==> src/rtl/core/fcpi_pkg.sv <==
// ----------------------------------------------------------------------------
// fcpi_pkg
// Shared types and constants of the first-come palette indexer.
// ----------------------------------------------------------------------------
package fcpi_pkg;

  // Palette geometry
  localparam int N_CELLS      = 256;
  localparam int IDX_W        = 8;
  localparam int CNT_W        = 9;
  localparam int COLOR_W      = 32;
  localparam int LOG2_W       = 4;
  localparam int CAP_LOG2_MIN = 1;
  localparam int CAP_LOG2_MAX = 8;
  localparam logic [LOG2_W-1:0] LOG2_RESET = LOG2_W'(8);

  // Input beat
  typedef struct packed {
    logic [COLOR_W-1:0] pixel_color;
    logic               image_start;
  } in_beat_t;

  // Result beat
  typedef struct packed {
    logic [IDX_W-1:0] color_index;
    logic             added_entry;
    logic             palette_full_fallback;
    logic [CNT_W-1:0] entries_used;
  } out_beat_t;

  // Probe that walks the cell row
  typedef struct packed {
    logic               valid;
    logic [COLOR_W-1:0] color;
  } probe_t;

  // Broadcast control from the sequencer to every cell
  typedef struct packed {
    logic               kill;
    logic               wr_en;
    logic [IDX_W-1:0]   wr_idx;
    logic [COLOR_W-1:0] wr_color;
  } row_ctl_t;

  typedef enum logic [1:0] {
    ST_IDLE,
    ST_SEARCH,
    ST_DONE
  } fcpi_state_t;

endpackage

==> src/rtl/core/fcpi_cell.sv <==
// ----------------------------------------------------------------------------
// fcpi_cell
// One palette entry: holds a color, compares the passing probe against it
// and hands the probe on to the next cell.
// ----------------------------------------------------------------------------
module fcpi_cell (
  input  logic                    clk,
  input  logic                    rst_n,
  input  logic [fcpi_pkg::IDX_W-1:0] cell_idx_i,
  input  fcpi_pkg::row_ctl_t      ctl_i,
  input  fcpi_pkg::probe_t        probe_i,
  output fcpi_pkg::probe_t        probe_o,
  output logic                    hit_o
);
  import fcpi_pkg::*;

  logic               pv_r;
  logic [COLOR_W-1:0] pc_r;
  logic [COLOR_W-1:0] color_r;

  // Advance the probe; drop it when the sequencer resolves the search
  always_ff @(posedge clk) begin
    if (!rst_n) begin
      pv_r <= 1'b0;
    end else begin
      pv_r <= probe_i.valid && !ctl_i.kill;
    end
  end

  always_ff @(posedge clk) begin
    pc_r <= probe_i.color;
  end

  // Store a newly appended color
  always_ff @(posedge clk) begin
    if (ctl_i.wr_en && (ctl_i.wr_idx == cell_idx_i)) begin
      color_r <= ctl_i.wr_color;
    end
  end

  assign probe_o.valid = pv_r;
  assign probe_o.color = pc_r;
  assign hit_o         = pv_r && (pc_r == color_r);

endmodule

==> config.mk <==
export PLATFORM = sky130hd
export DESIGN_NAME = fcpi_cell
export DESIGN_NICKNAME = d
export VERILOG_FILES = /design/src/rtl/core/fcpi_pkg.sv /design/src/rtl/core/fcpi_cell.sv
export SDC_FILE = /design/constraint.sdc
export NUM_CORES = 1
export LEC_CHECK = 0
export ABC_AREA = 1
export BUFFER_PORTS_ARGS = -buffer_cell sky130_fd_sc_hd__buf_4
export CORE_MARGIN = 5
export CORE_UTILIZATION = 48
export DETAILED_ROUTE_END_ITERATION = 12
export GPL_TIMING_DRIVEN = 0
export PLACE_DENSITY = 0.84
export SYNTH_ARGS = -nofsm -noshare
export SYNTH_HDL_FRONTEND = slang
export SYNTH_SLANG_ARGS = --single-unit
==> constraint.sdc <==
create_clock -name clk -period 3.9 [get_ports clk]
set_input_delay 0.39 -clock clk [delete_from_list [all_inputs] [get_ports clk]]
set_output_delay 0.39 -clock clk [all_outputs]
set_load 0.01 [all_outputs]
==> results.json <==
{
  "cts_max_path_buffers": 2,
  "tns_ns": 0,
  "synthCells": 225,
  "yosys_warnings": 0,
  "dieArea_um2": 6330,
  "vias": 1838,
  "cp_num_buf_inv": 1,
  "ys_ff_latch": 65,
  "p_leak_nw": 1.73,
  "worstSetupPathType": "register to output port",
  "h-tree-depth": 3,
  "diodes": 0,
  "wl_um": 5280,
  "viasPerCell": 4.31,
  "rows": 25,
  "numCtsBuffers": 9,
  "cts_root_buffer": "clkbuf_8",
  "post_cts_buffers": 0,
  "pin_count": 119,
  "ant_nets": 0,
  "min_period_ns": 1.90,
  "maxCapViolCount": 0,
  "regArea_um2": 1620,
  "cp_top_family": "simple AND/OR/NAND/NOR gates",
  "cts_tree": "done",
  "avgSynthCellArea_um2": 10.3,
  "ctsResizeCount": 0,
  "fp.dieH_um": 79.6,
  "multi_input_area_um2": 547,
  "crit_required_ns": 3.51,
  "yosysSeqAreaShare_pct": 69.8,
  "cp-startpoint": "color_r[31]$_DFFE_PP_",
  "grt_pass1_vias": 1953,
  "synth_cell_types": 16,
  "grt_overflow": 0,
  "fin_ws_ns": 2.00,
  "syn_to_final_growth_pct": 51.5,
  "placed_area_um2": 3300,
  "syn_nets": 310,
  "crit_end": "hit_o",
  "finalSetupViolations": 0,
  "crit_chain": "nand2_1, nand2_1, nor2_1, nand2_1, nor2_1, nand3_1, nor2_1, buf_4",
  "drt_iter0_drc": 86,
  "grt_pass1_wl_um": 8180,
  "final_cell_mix": "buf_4 (119), nand2_1 (67), inv_1 (41), dfxtp_1 (33), edfxtp_1 (32)",
  "use_met3_pct": 10.3,
  "initial_core_util_pct": 49.2,
  "use_met2_pct": 33.3,
  "critPathLaunchType": "register",
  "grt_max_degree": 33,
  "place_ws_ns": 1.88,
  "status": "completed",
  "hpwl_um": 4200,
  "hold_viol": 0,
  "worst-endpoint-arrival_ns": 1.51,
  "cts_hold_buf": 0,
  "place_congestion": 0.735,
  "core_area_um2": 4720,
  "port_buffers": 118,
  "finalInstanceArea_um2": 3520,
  "grt_use_total_pct": 17.7,
  "relSlewSlack_pct": 39.6,
  "drcViolationCount": 0,
  "tightest_slew_ns": 0.903,
  "worst-path-stages": 8,
  "drive_above_1_share_pct": 38.2,
  "power.density_nw_per_um2": 426,
  "post-place-cells": 410,
  "max_stage_delay_ns": 0.40,
  "cts.clk_slew.worst_paths_ns": 0.08,
  "wl_per_cell_um": 12.4,
  "die_w_um": 79.6,
  "finalMaxSlewViolations": 0,
  "dr.pass1.iters": 5,
  "nNetsFinal": 439,
  "fmax_mhz": 526,
  "rsz0062_at_grt": "false",
  "crit_path_end_kind": "output port",
  "crit_fanout": 2,
  "grtUsageMet1_pct": 15.0,
  "synth_area_um2": 2320,
  "mostFrequentLayoutCell": "buf_4",
  "antenna_found_initial": 0,
  "post-route-util_pct": 74.5,
  "period_share_pct": 48.8,
  "peakVddDrop_mv": 0.358,
  "grt.busiest_layer": "met2",
  "layout.cells.non_filler": 426,
  "cts_sinks": 65,
  "fillerInstances": 346,
  "hold_class": "input pin to register",
  "crit_slowest_cell": "edfxtp_1"
}
[registers in the layout, summed over array words and instances (netlist names)]
signal   count
pv_r         1
color_r     32
pc_r        32
[worst min-delay path by stage]
stage / slack (ns) / cells past startpoint / end / from
after floorplan: 0.42 / 0 / pc_r[0]$_DFF_P_ / probe_i[0]
after global placement: 0.49 / 1 / pc_r[2]$_DFF_P_ / probe_i[2]
after detailed placement: 0.50 / 1 / pc_r[17]$_DFF_P_ / probe_i[17]
after CTS: 0.12 / 1 / pc_r[18]$_DFF_P_ / probe_i[18]
after global routing: 0.12 / 1 / pc_r[3]$_DFF_P_ / probe_i[3]
final: 0.14 / 1 / pc_r[3]$_DFF_P_ / probe_i[3]
[Yosys cell counts, drive strengths merged]
cell type   n  area (µm²)
o21ai       6        30.0
dfxtp      33         661
o21a        1        7.51
o211ai      1        7.51
nand2      67         251
a21oi       1        5.00
nand3       4        20.0
edfxtp     32         961
nor2       23        88.8
buf         1        7.51
o22ai       1        6.26
inv        41         154
xor2        2        17.5
xnor2      12         105
[layout make-up]
type | count | share of cell area, %
flip-flops and latches | 65 | 46.1
repair buffers | 118 | 25.2
multi-input cells | 118 | 15.5
inverters | 41 | 4.37
clock buffers | 9 | 3.52
clock inverters | 7 | 2.70
well taps | 67 | 2.38
plain buffers | 1 | 0.213
[report_power, final]
part | total (W) | internal [W] | leakage [nW] | switching [W]
clock | 0.000614 | 0.000359 | 0.109 | 0.000255
combinational | 0.000136 | 0.0000896 | 1.06 | 0.0000462
sequential | 0.000749 | 0.000735 | 0.566 | 0.0000133
[cell families (layout without fill, tap and decap cells)]
family,after synthesis,count (layout),synth area share [%]
xor gates and xnor gates,14,14,5.28
DFF,65,65,69.8
buffers and inverters,42,176,6.95
AOI/OAI and AO/OA,10,10,2.42
and+or+nand+nor,94,94,15.5
[routing by layer]
layer / wire, µm / vias up
li1: - / 944
met3: 633 / 6
met5: 0 / -
met1: 1690 / 806
met4: 57 / 0
met2: 2900 / 82
[stage by stage]
step | hold slack (ns) | power, W
finish | 0.143 | 0.00150
global route | 0.118 | 0.00157
CTS | 0.125 | 0.00152
detailed placement | 0.495 | 0.000901
global placement | 0.494 | 0.000896
floorplan | 0.418 | 0.000801
(Power assumes the default switching activity.)
