===== src/rtl/core/fcpi_pkg.sv =====
// ----------------------------------------------------------------------------
// fcpi_pkg
// Shared types and constants of the first-come palette indexer.
// ----------------------------------------------------------------------------
package fcpi_pkg;

  // Palette geometry
  localparam int N_CELLS      = 256;
  localparam int IDX_W        = 8;
  localparam int CNT_W        = 9;
  localparam int COLOR_W      = 32;
  localparam int LOG2_W       = 4;
  localparam int CAP_LOG2_MIN = 1;
  localparam int CAP_LOG2_MAX = 8;
  localparam logic [LOG2_W-1:0] LOG2_RESET = LOG2_W'(8);

  // Input beat
  typedef struct packed {
    logic [COLOR_W-1:0] pixel_color;
    logic               image_start;
  } in_beat_t;

  // Result beat
  typedef struct packed {
    logic [IDX_W-1:0] color_index;
    logic             added_entry;
    logic             palette_full_fallback;
    logic [CNT_W-1:0] entries_used;
  } out_beat_t;

  // Probe that walks the cell row
  typedef struct packed {
    logic               valid;
    logic [COLOR_W-1:0] color;
  } probe_t;

  // Broadcast control from the sequencer to every cell
  typedef struct packed {
    logic               kill;
    logic               wr_en;
    logic [IDX_W-1:0]   wr_idx;
    logic [COLOR_W-1:0] wr_color;
  } row_ctl_t;

  typedef enum logic [1:0] {
    ST_IDLE,
    ST_SEARCH,
    ST_DONE
  } fcpi_state_t;

endpackage


===== src/rtl/core/fcpi_ctrl.sv =====
// ----------------------------------------------------------------------------
// fcpi_ctrl
// Sequencer: takes pixel beats, launches the probe into the cell row, tracks
// its position, resolves hit, append or fallback, and holds the result beat.
// ----------------------------------------------------------------------------
module fcpi_ctrl (
  input  logic                       clk,
  input  logic                       rst_n,
  input  logic                       in_valid,
  output logic                       in_ready,
  input  fcpi_pkg::in_beat_t         in_data,
  output logic                       out_valid,
  input  logic                       out_ready,
  output fcpi_pkg::out_beat_t        out_data,
  input  logic                       cfg_valid,
  output logic                       cfg_ready,
  input  logic [fcpi_pkg::LOG2_W-1:0] cfg_data,
  output fcpi_pkg::probe_t           probe_o,
  output fcpi_pkg::row_ctl_t         ctl_o,
  input  logic                       hit_any_i
);
  import fcpi_pkg::*;

  fcpi_state_t        state_r, state_nxt;
  logic [IDX_W-1:0]   pos_r, pos_nxt;
  logic [CNT_W-1:0]   count_r, count_nxt;
  logic [COLOR_W-1:0] color_r, color_nxt;
  logic [LOG2_W-1:0]  log2_r;
  out_beat_t          pend_r, pend_nxt;
  out_beat_t          out_r;
  logic               out_valid_r;

  logic [LOG2_W-1:0]  lg;
  logic [CNT_W-1:0]   cap;
  logic [CNT_W-1:0]   miss_used;
  logic               room;
  out_beat_t          miss_beat;
  logic               out_free;

  // Capacity from the size register, clamped to the supported range
  always_comb begin
    lg = log2_r;
    if (lg < LOG2_W'(CAP_LOG2_MIN)) lg = LOG2_W'(CAP_LOG2_MIN);
    if (lg > LOG2_W'(CAP_LOG2_MAX)) lg = LOG2_W'(CAP_LOG2_MAX);
    cap = CNT_W'(1) << lg;
    if (cap > CNT_W'(N_CELLS)) cap = CNT_W'(N_CELLS);
  end

  // Miss handling: append while there is room, otherwise fall back to zero
  always_comb begin
    miss_used = (state_r == ST_IDLE) ? CNT_W'(0) : count_r;
    room      = miss_used < cap;
    miss_beat.color_index           = room ? miss_used[IDX_W-1:0] : '0;
    miss_beat.added_entry           = room;
    miss_beat.palette_full_fallback = !room;
    miss_beat.entries_used          = room ? (miss_used + CNT_W'(1)) : miss_used;
  end

  assign out_free = !out_valid_r || out_ready;

  // Next state and outputs
  always_comb begin
    state_nxt       = state_r;
    pos_nxt         = pos_r;
    count_nxt       = count_r;
    color_nxt       = color_r;
    pend_nxt        = pend_r;
    in_ready        = 1'b0;
    probe_o.valid   = 1'b0;
    probe_o.color   = in_data.pixel_color;
    ctl_o.kill      = 1'b0;
    ctl_o.wr_en     = 1'b0;
    ctl_o.wr_idx    = miss_used[IDX_W-1:0];
    ctl_o.wr_color  = color_r;
    case (state_r)
      ST_IDLE: begin
        in_ready = 1'b1;
        if (in_valid) begin
          color_nxt = in_data.pixel_color;
          if (in_data.image_start || (count_r == '0)) begin
            // Empty palette or new image: append at entry zero right away
            ctl_o.wr_en    = 1'b1;
            ctl_o.wr_color = in_data.pixel_color;
            count_nxt      = miss_beat.entries_used;
            pend_nxt       = miss_beat;
            state_nxt      = ST_DONE;
          end else begin
            probe_o.valid = 1'b1;
            pos_nxt       = '0;
            state_nxt     = ST_SEARCH;
          end
        end
      end
      ST_SEARCH: begin
        if (hit_any_i) begin
          ctl_o.kill                     = 1'b1;
          pend_nxt.color_index           = pos_r;
          pend_nxt.added_entry           = 1'b0;
          pend_nxt.palette_full_fallback = 1'b0;
          pend_nxt.entries_used          = count_r;
          state_nxt                      = ST_DONE;
        end else if (({1'b0, pos_r} + CNT_W'(1)) == count_r) begin
          ctl_o.kill  = 1'b1;
          ctl_o.wr_en = room;
          count_nxt   = miss_beat.entries_used;
          pend_nxt    = miss_beat;
          state_nxt   = ST_DONE;
        end else begin
          pos_nxt = pos_r + IDX_W'(1);
        end
      end
      ST_DONE: begin
        if (out_free) begin
          state_nxt = ST_IDLE;
        end
      end
      default: begin
        state_nxt = ST_IDLE;
      end
    endcase
  end

  // Control registers
  always_ff @(posedge clk) begin
    if (!rst_n) begin
      state_r     <= ST_IDLE;
      count_r     <= '0;
      log2_r      <= LOG2_RESET;
      out_valid_r <= 1'b0;
    end else begin
      state_r <= state_nxt;
      count_r <= count_nxt;
      if (cfg_valid) begin
        log2_r <= cfg_data;
      end
      if ((state_r == ST_DONE) && out_free) begin
        out_valid_r <= 1'b1;
      end else if (out_ready) begin
        out_valid_r <= 1'b0;
      end
    end
  end

  // Payload registers
  always_ff @(posedge clk) begin
    pos_r   <= pos_nxt;
    color_r <= color_nxt;
    pend_r  <= pend_nxt;
    if ((state_r == ST_DONE) && out_free) begin
      out_r <= pend_r;
    end
  end

  assign cfg_ready = 1'b1;
  assign out_valid = out_valid_r;
  assign out_data  = out_r;

endmodule


===== config.mk =====
export PLATFORM = sky130hd
export DESIGN_NAME = fcpi_ctrl
export DESIGN_NICKNAME = d
export VERILOG_FILES = /design/src/rtl/core/fcpi_pkg.sv /design/src/rtl/core/fcpi_ctrl.sv
export SDC_FILE = /design/constraint.sdc
export NUM_CORES = 1
export LEC_CHECK = 0
export BUFFER_PORTS_ARGS = -buffer_cell sky130_fd_sc_hd__buf_2
export CAP_MARGIN = 20
export CORE_MARGIN = 10
export CORE_UTILIZATION = 40
export DETAILED_ROUTE_END_ITERATION = 16
export MAX_ROUTING_LAYER = met4
export PLACE_DENSITY = 0.68
export SETUP_SLACK_MARGIN = 0.05
export SLEW_MARGIN = 20
export SYNTH_ARGS = -nofsm -noshare
export SYNTH_HDL_FRONTEND = slang
export SYNTH_SLANG_ARGS = --single-unit
export TNS_END_PERCENT = 50

===== constraint.sdc =====
create_clock -name clk -period 6.3 [get_ports clk]
set_input_delay 0.315 -clock clk [delete_from_list [all_inputs] [get_ports clk]]
set_output_delay 0.315 -clock clk [all_outputs]
set_load 0.005 [all_outputs]

==> results.md, run 1 <==
* Layout cell share with drive strength beyond 1 at 30.2%
* Detailed Routing Iterations Pass 1 at 5
* Syn_area_per_cell at 10.1 µm²
* Seq/Total Area, Yosys at 54.8%
* Seq cells post-synth at 94
* Most common cell in the netlist: nand2_1
* CTS resizes at 0
* Reg2reg setup slack at 3.06 ns
* RePlAce Congestion at 0.938
* Syn. warnings at 0
* Post-Route WL at 12.9 mm
* Met3 Track Usage GR at 4.02%
* Final worst path period share at 53.3%
* Hold Path Class: input pin to flip-flop
* Gr usage total at 15.1%
* IO buf count at 138
* Worst-Margin Slew at 0.920 ns
* Global-route wire length before repair at 19.3 mm
* Max-cap violation count at 0
* Setup TNS at 0 ns
* Vias in the first global route at 3585
* Outcome: finished clean
* Top cells by area, synth: edfxtp_1 (48%), nand2_1 (11%), dfxtp_1 (6.6%)
* Leading area contributor after synthesis: edfxtp_1
* Synth Instances at 479
* Clock Skews at 0.00932 ns
* Origin of the worst setup path: state_r[0]
* Initial core utilization at 40.6%
* Worst Path Required at 5.98 ns
* R2R cell count at 8
* Critical-path maximum fanout at 13
* Core area at 12000 µm²
* EDFF count, synth at 78
* Initial antenna violation count at 0
* Crit end category: output pin
* Final min period at 3.36 ns
* Min-delay src: in_data[23]
* CTS tree: done
* Grt total ovfl at 0
* Top cells by count, synth: nand2_1 (139), edfxtp_1 (78), buf_4 (36), nor2_1 (21), o21ai_0 (19)
* Clock Tree Buf Depth at 2
* Yosys cell types at 55
* Die height at 130 µm
* CTS clk-pin slew, worst paths at 0.07 ns
* Simple-gate portion of the synthesized area at 21.3%
* Hold Buf Count CTS at 0
* CP Class: flip-flop to output pin
* Postcts setup bufs at 0
* Relative slew slack at 38.7%
* Complex-gate fraction of the synthesized area at 9.12%
* Die width at 130 µm
* Setup violators final at 0
* Placed cells at 710
* Io pins at 140
* Pwr Density at 263 nW/µm²
* Reg2Reg Capture Point: pend_r[6]
* DRC Markers at 0
* Final std cells w/o fill at 726
* Cell area after synthesis at 4860 µm²
* CTS Sinks at 94
* Asr flop ratio synth at 0%
* Share of the synthesized area in the top cell type at 48.2%
* Largest net degree at the start of global routing at 44
* Final Max Slew Viols at 0
* DR iter-0 viols at 232
* Post-synthesis mux area share at 0.824%
* Ant diodes at 0
* WL/cell at 17.8 µm
* Met1 usage at 18.6%
* Largest family of logic cells by synthesized area: simple AND/OR/NAND/NOR gates
* Root buf cell: clkbuf_16
* Cts bufs inserted at 9
* XOR/XNOR Fraction of Synth Area at 2.81%
* CTS H-tree lvls at 3
* FP Rows at 40
* Clock Latency Late Sink at 0.35 ns
* Net count after synthesis at 533
* Launching point of the worst reg2reg path: state_r[0]
* Vias per inst at 5.11
* Hold Path Depth at 1
* Fmax at 298 MHz
* Worst Setup Start Kind: flip-flop
* Die area at 17000 µm²
* Max VDD drop at 0.113 mV
* Antenna-violating nets left at 0
* RSZ-0062 raised after global routing: false
* Via count at 3711
* Final nets at 628
* P_leak at 2.47 nW
* Adder and majority cell fraction of the synthesized area at 2.83%
* Crit path DAT at 3.04 ns
* Gr busiest metal: met2
* Post-DP HPWL at 9.73 mm
* Hold endpoint: color_r[22]
* Most used DFF post-synth: edfxtp_1
* Layout area overhead at 17.1%
* Hold Fails Final Rpt at 0
* Met2 usage at 23.6%
metal layers:
metal / up-vias / wire (µm)
met5: - / 0
met1: 1738 / 5680
met2: 130 / 6290
met4: 0 / 157
met3: 12 / 810
li1: 1831 / -
registers in the layout, summed over array words and instances (netlist names):
name / flops
color_r: 32
count_r: 9
log2_r: 4
out_data: 19
out_valid: 1
pend_r: 19
pos_r: 8
state_r: 2
layout make-up:
cell class	instances	area, µm²
sequential	94	2660
inverter	10	37.5
timing repair buffer	142	721
tap	147	184
clock buffer	9	225
fill	1147	6270
multi-input combinational	317	1800
clock inverter	7	62.6
worst max-delay path, cell delays in order (launching register included):
cell and delay (ns):
dfxtp_1 0.35, or2_2 0.42, and2_1 0.24, ha_1 0.32, a211oi_1 0.30, a2111oi_2 0.15, or2_2 0.37, o21ai_0 0.34
buf_2 0.19
stage by stage:
stage                     utilization [%]  setup WS (ns)  cell area [µm²]  total power [mW]  hold slack (ns)
after floorplan                         -           3.13             4860             0.893            0.400
after global placement               45.2           3.22             5400             0.984            0.403
after global routing                 47.6           2.85             5690              1.57            0.157
after CTS                            47.6           2.97             5690              1.52            0.150
after detailed placement             45.2           3.08             5400             0.990            0.405
final                                47.6           2.94             5690              1.50            0.166
cell families after synthesis:
logic type / count (synthesis)
AO/OA/AOI/OAI: 63
AND/OR/NAND/NOR: 224
other: 1
XOR/XNOR: 14
flip-flops: 94
adder cells (fa/ha/maj): 11
buffers and inverters: 68
multiplexers: 4
how the worst max path moves through the flow:
stage,end,cells past startpoint
2_1_floorplan,pend_r[0],13
3_3_place_gp,pend_r[8],9
3_5_place_dp,pend_r[6],8
4_1_cts,ctl_o[40],8
5_1_grt,ctl_o[40],8
6_report,ctl_o[40],8
cell usage in the layout (no fill, tap or decap), drive strengths merged, types with 4 or more instances in the layout:
master	count
a211oi	4
a21oi	12
and2	10
and3	4
buf	142
clkbuf	9
dfxtp	16
edfxtp	78
ha	11
inv	14
mux2i	4
nand2	139
nand3	14
nand4	10
nor2	21
nor2b	4
o21ai	19
o31ai	7
or3	8
xnor2	9
xor2	4
power breakdown:
group          internal (mW)  switching, mW
combinational         0.0849          0.138
sequential             0.730         0.0182
clock                  0.277          0.251
(Power assumes the default switching activity.)
==> inputs of run 2 (changes only) <==
--- a/config.mk
+++ b/config.mk
@@ -11,7 +11,7 @@
 export CORE_UTILIZATION = 40
 export DETAILED_ROUTE_END_ITERATION = 16
 export MAX_ROUTING_LAYER = met4
-export PLACE_DENSITY = 0.68
+export PLACE_DENSITY = 0.71
 export SETUP_SLACK_MARGIN = 0.05
 export SLEW_MARGIN = 20
 export SYNTH_ARGS = -nofsm -noshare
==> constraint.sdc (replaced) <==
create_clock -name clk -period 3 [get_ports clk]
set_input_delay 0.15 -clock clk [delete_from_list [all_inputs] [get_ports clk]]
set_output_delay 0.15 -clock clk [all_outputs]
set_load 0.005 [all_outputs]
==> results.md, run 2 (synthesis results as in run 1) <==
* Relative slew slack at 39.4%
* Psw at 873 µW
* Clock Tree Buf Depth at 2
* Max-cap violation count at 0
* Power Internal at 2.40 mW
* Final min period at 2.87 ns
* Clock Latency Late Sink at 0.35 ns
* Crit end category: output pin
* Fill count at 1060
* Final nets at 657
* DR iter-0 viols at 210
* RePlAce Congestion at 0.899
* Global-route wire length before repair at 20.5 mm
* IO buf count at 138
* Core area at 12000 µm²
* Most frequent cells in the layout: buf_2 (139), nand2_1 (138), edfxtp_1 (78)
* Initial antenna violation count at 0
* Final Max Slew Viols at 0
* CTS Sinks at 94
* Worst Path Required at 2.85 ns
* CTS clk-pin slew, worst paths at 0.07 ns
* Crit path DAT at 2.72 ns
* WL/cell at 18.2 µm
* Dpl cell area at 5480 µm²
* Worst Setup Start Kind: flip-flop
* Io pins at 140
* RSZ-0062 raised after global routing: true
* Grt total ovfl at 0
* Setup TNS at 0 ns
* Root buf cell: clkbuf_16
* CTS tree: done
* Die height at 130 µm
* Outcome: finished clean
* Final worst path period share at 95.8%
* Final worst slack at 0.127 ns
* Cts bufs inserted at 9
* Post-place setup slack at 0.132 ns
* Vias in the first global route at 3763
* Hold Fails Final Rpt at 0
* Die area at 17000 µm²
* Ant diodes at 0
* Fmax at 348 MHz
* Pwr Density at 543 nW/µm²
* Initial core utilization at 40.6%
* Post-Route WL at 13.8 mm
* FP Rows at 40
* Clock Skews at 0.00901 ns
* Clock power share at 36.2%
* CP Class: flip-flop to output pin
* Max VDD drop at 0.261 mV
* Layout area overhead at 24.2%
* Final core occ at 50.4%
* Largest Register: color_r
* Reg power frac at 48.0%
* Max reg flops at 32
* Commonest non-fill, non-tap cell in the layout: buf_2
* Final instance area at 6030 µm²
* Critical-path maximum fanout at 7
* Largest net degree at the start of global routing at 33
* Antenna-violating nets left at 0
* Switching Fraction at 26.7%
* Setup violators final at 0
* Post-DP HPWL at 9.90 mm
* Worst-Margin Slew at 0.909 ns
* DRC Markers at 0
* Detailed Routing Iterations Pass 1 at 4
* P_leak at 2.62 nW
* Hold Path Class: input pin to flip-flop
* Comb power frac at 15.7%
* Gr usage total at 15.9%
* Die width at 130 µm
* Via count at 3875
* WHS at 0.0137 ns
* Layout cell share with drive strength beyond 1 at 31.7%
* Vias per inst at 5.13
* CTS H-tree lvls at 3
## run 2: cell count changes in the layout (fill, tap and decap cells not counted), sizes merged
cell,before,now
bufinv,0,1
dlygate4sd3,0,18
inv,14,12
clkinvlp,1,3
clkinv,2,1
buf,142,153
## run 2: final cells by class
cell class | instances | area, µm² | share of cell area (%)
Tap cell | 147 | 184 | 3.05
Clock buffer | 9 | 225 | 3.73
Clock inverter | 7 | 81.3 | 1.35
Timing Repair Buffer | 171 | 993 | 16.5
Multi-Input combinational cell | 317 | 1850 | 30.6
Sequential cell | 94 | 2660 | 44.1
Inverter | 10 | 37.5 | 0.622
## run 2: final timing paths
kind | startpoint | endpoint | slack, ns | cells after the start
hold / removal | in_data[23] | color_r[22] | 0.01 | 1
setup reg to reg | state_r[0] | pend_r[0] | 0.13 | 11
setup / recovery | state_r[0] | ctl_o[40] | 0.13 | 9
hold reg to reg | pend_r[13] | out_data[13] | 0.42 | 0
## run 2: power by group through the flow
| stage | clock network [mW] | logic (mW) | registers [mW] |
|---|---|---|---|
| floorplan | 0 | 0.288 | 1.59 |
| global placement | 0 | 0.480 | 1.60 |
| detailed placement | 0 | 0.490 | 1.60 |
| CTS | 1.22 | 0.507 | 1.57 |
| global route | 1.27 | 0.571 | 1.58 |
| finish | 1.19 | 0.515 | 1.57 |
## run 2: what timing repair did
item / CTS / global route
gates resized for setup: 0 / 11
hold endpoints to repair: 14 / 4
endpoints found under the setup margin: 0 / 33
hold buffers: 14 / 4
buffers inserted: 0 / 3
## run 2: through the flow
stage,power [mW],instances
finish,3.28,755
global route,3.43,755
CTS,3.30,748
detailed placement,2.09,718
global placement,2.08,718
floorplan,1.88,479
## run 2: metal layers
| layer | GRT usage [%] | vias to the layer above | routed length [µm] |
|---|---|---|---|
| met5 | - | - | 0 |
| met2 | 24.0 | 152 | 6840 |
| li1 | - | 1884 | - |
| met4 | 6.88 | 0 | 297 |
| met3 | 3.45 | 19 | 882 |
| met1 | 20.1 | 1820 | 5760 |
## run 2: critical path: stages (launching register included)
cell	delay, ns
dfxtp_1	0.36
or2_4	0.28
buf_2	0.18
and2_1	0.17
ha_1	0.30
nand2_2	0.08
a2111oi_4	0.45
or2_4	0.24
o21ai_1	0.11
buf_2	0.18
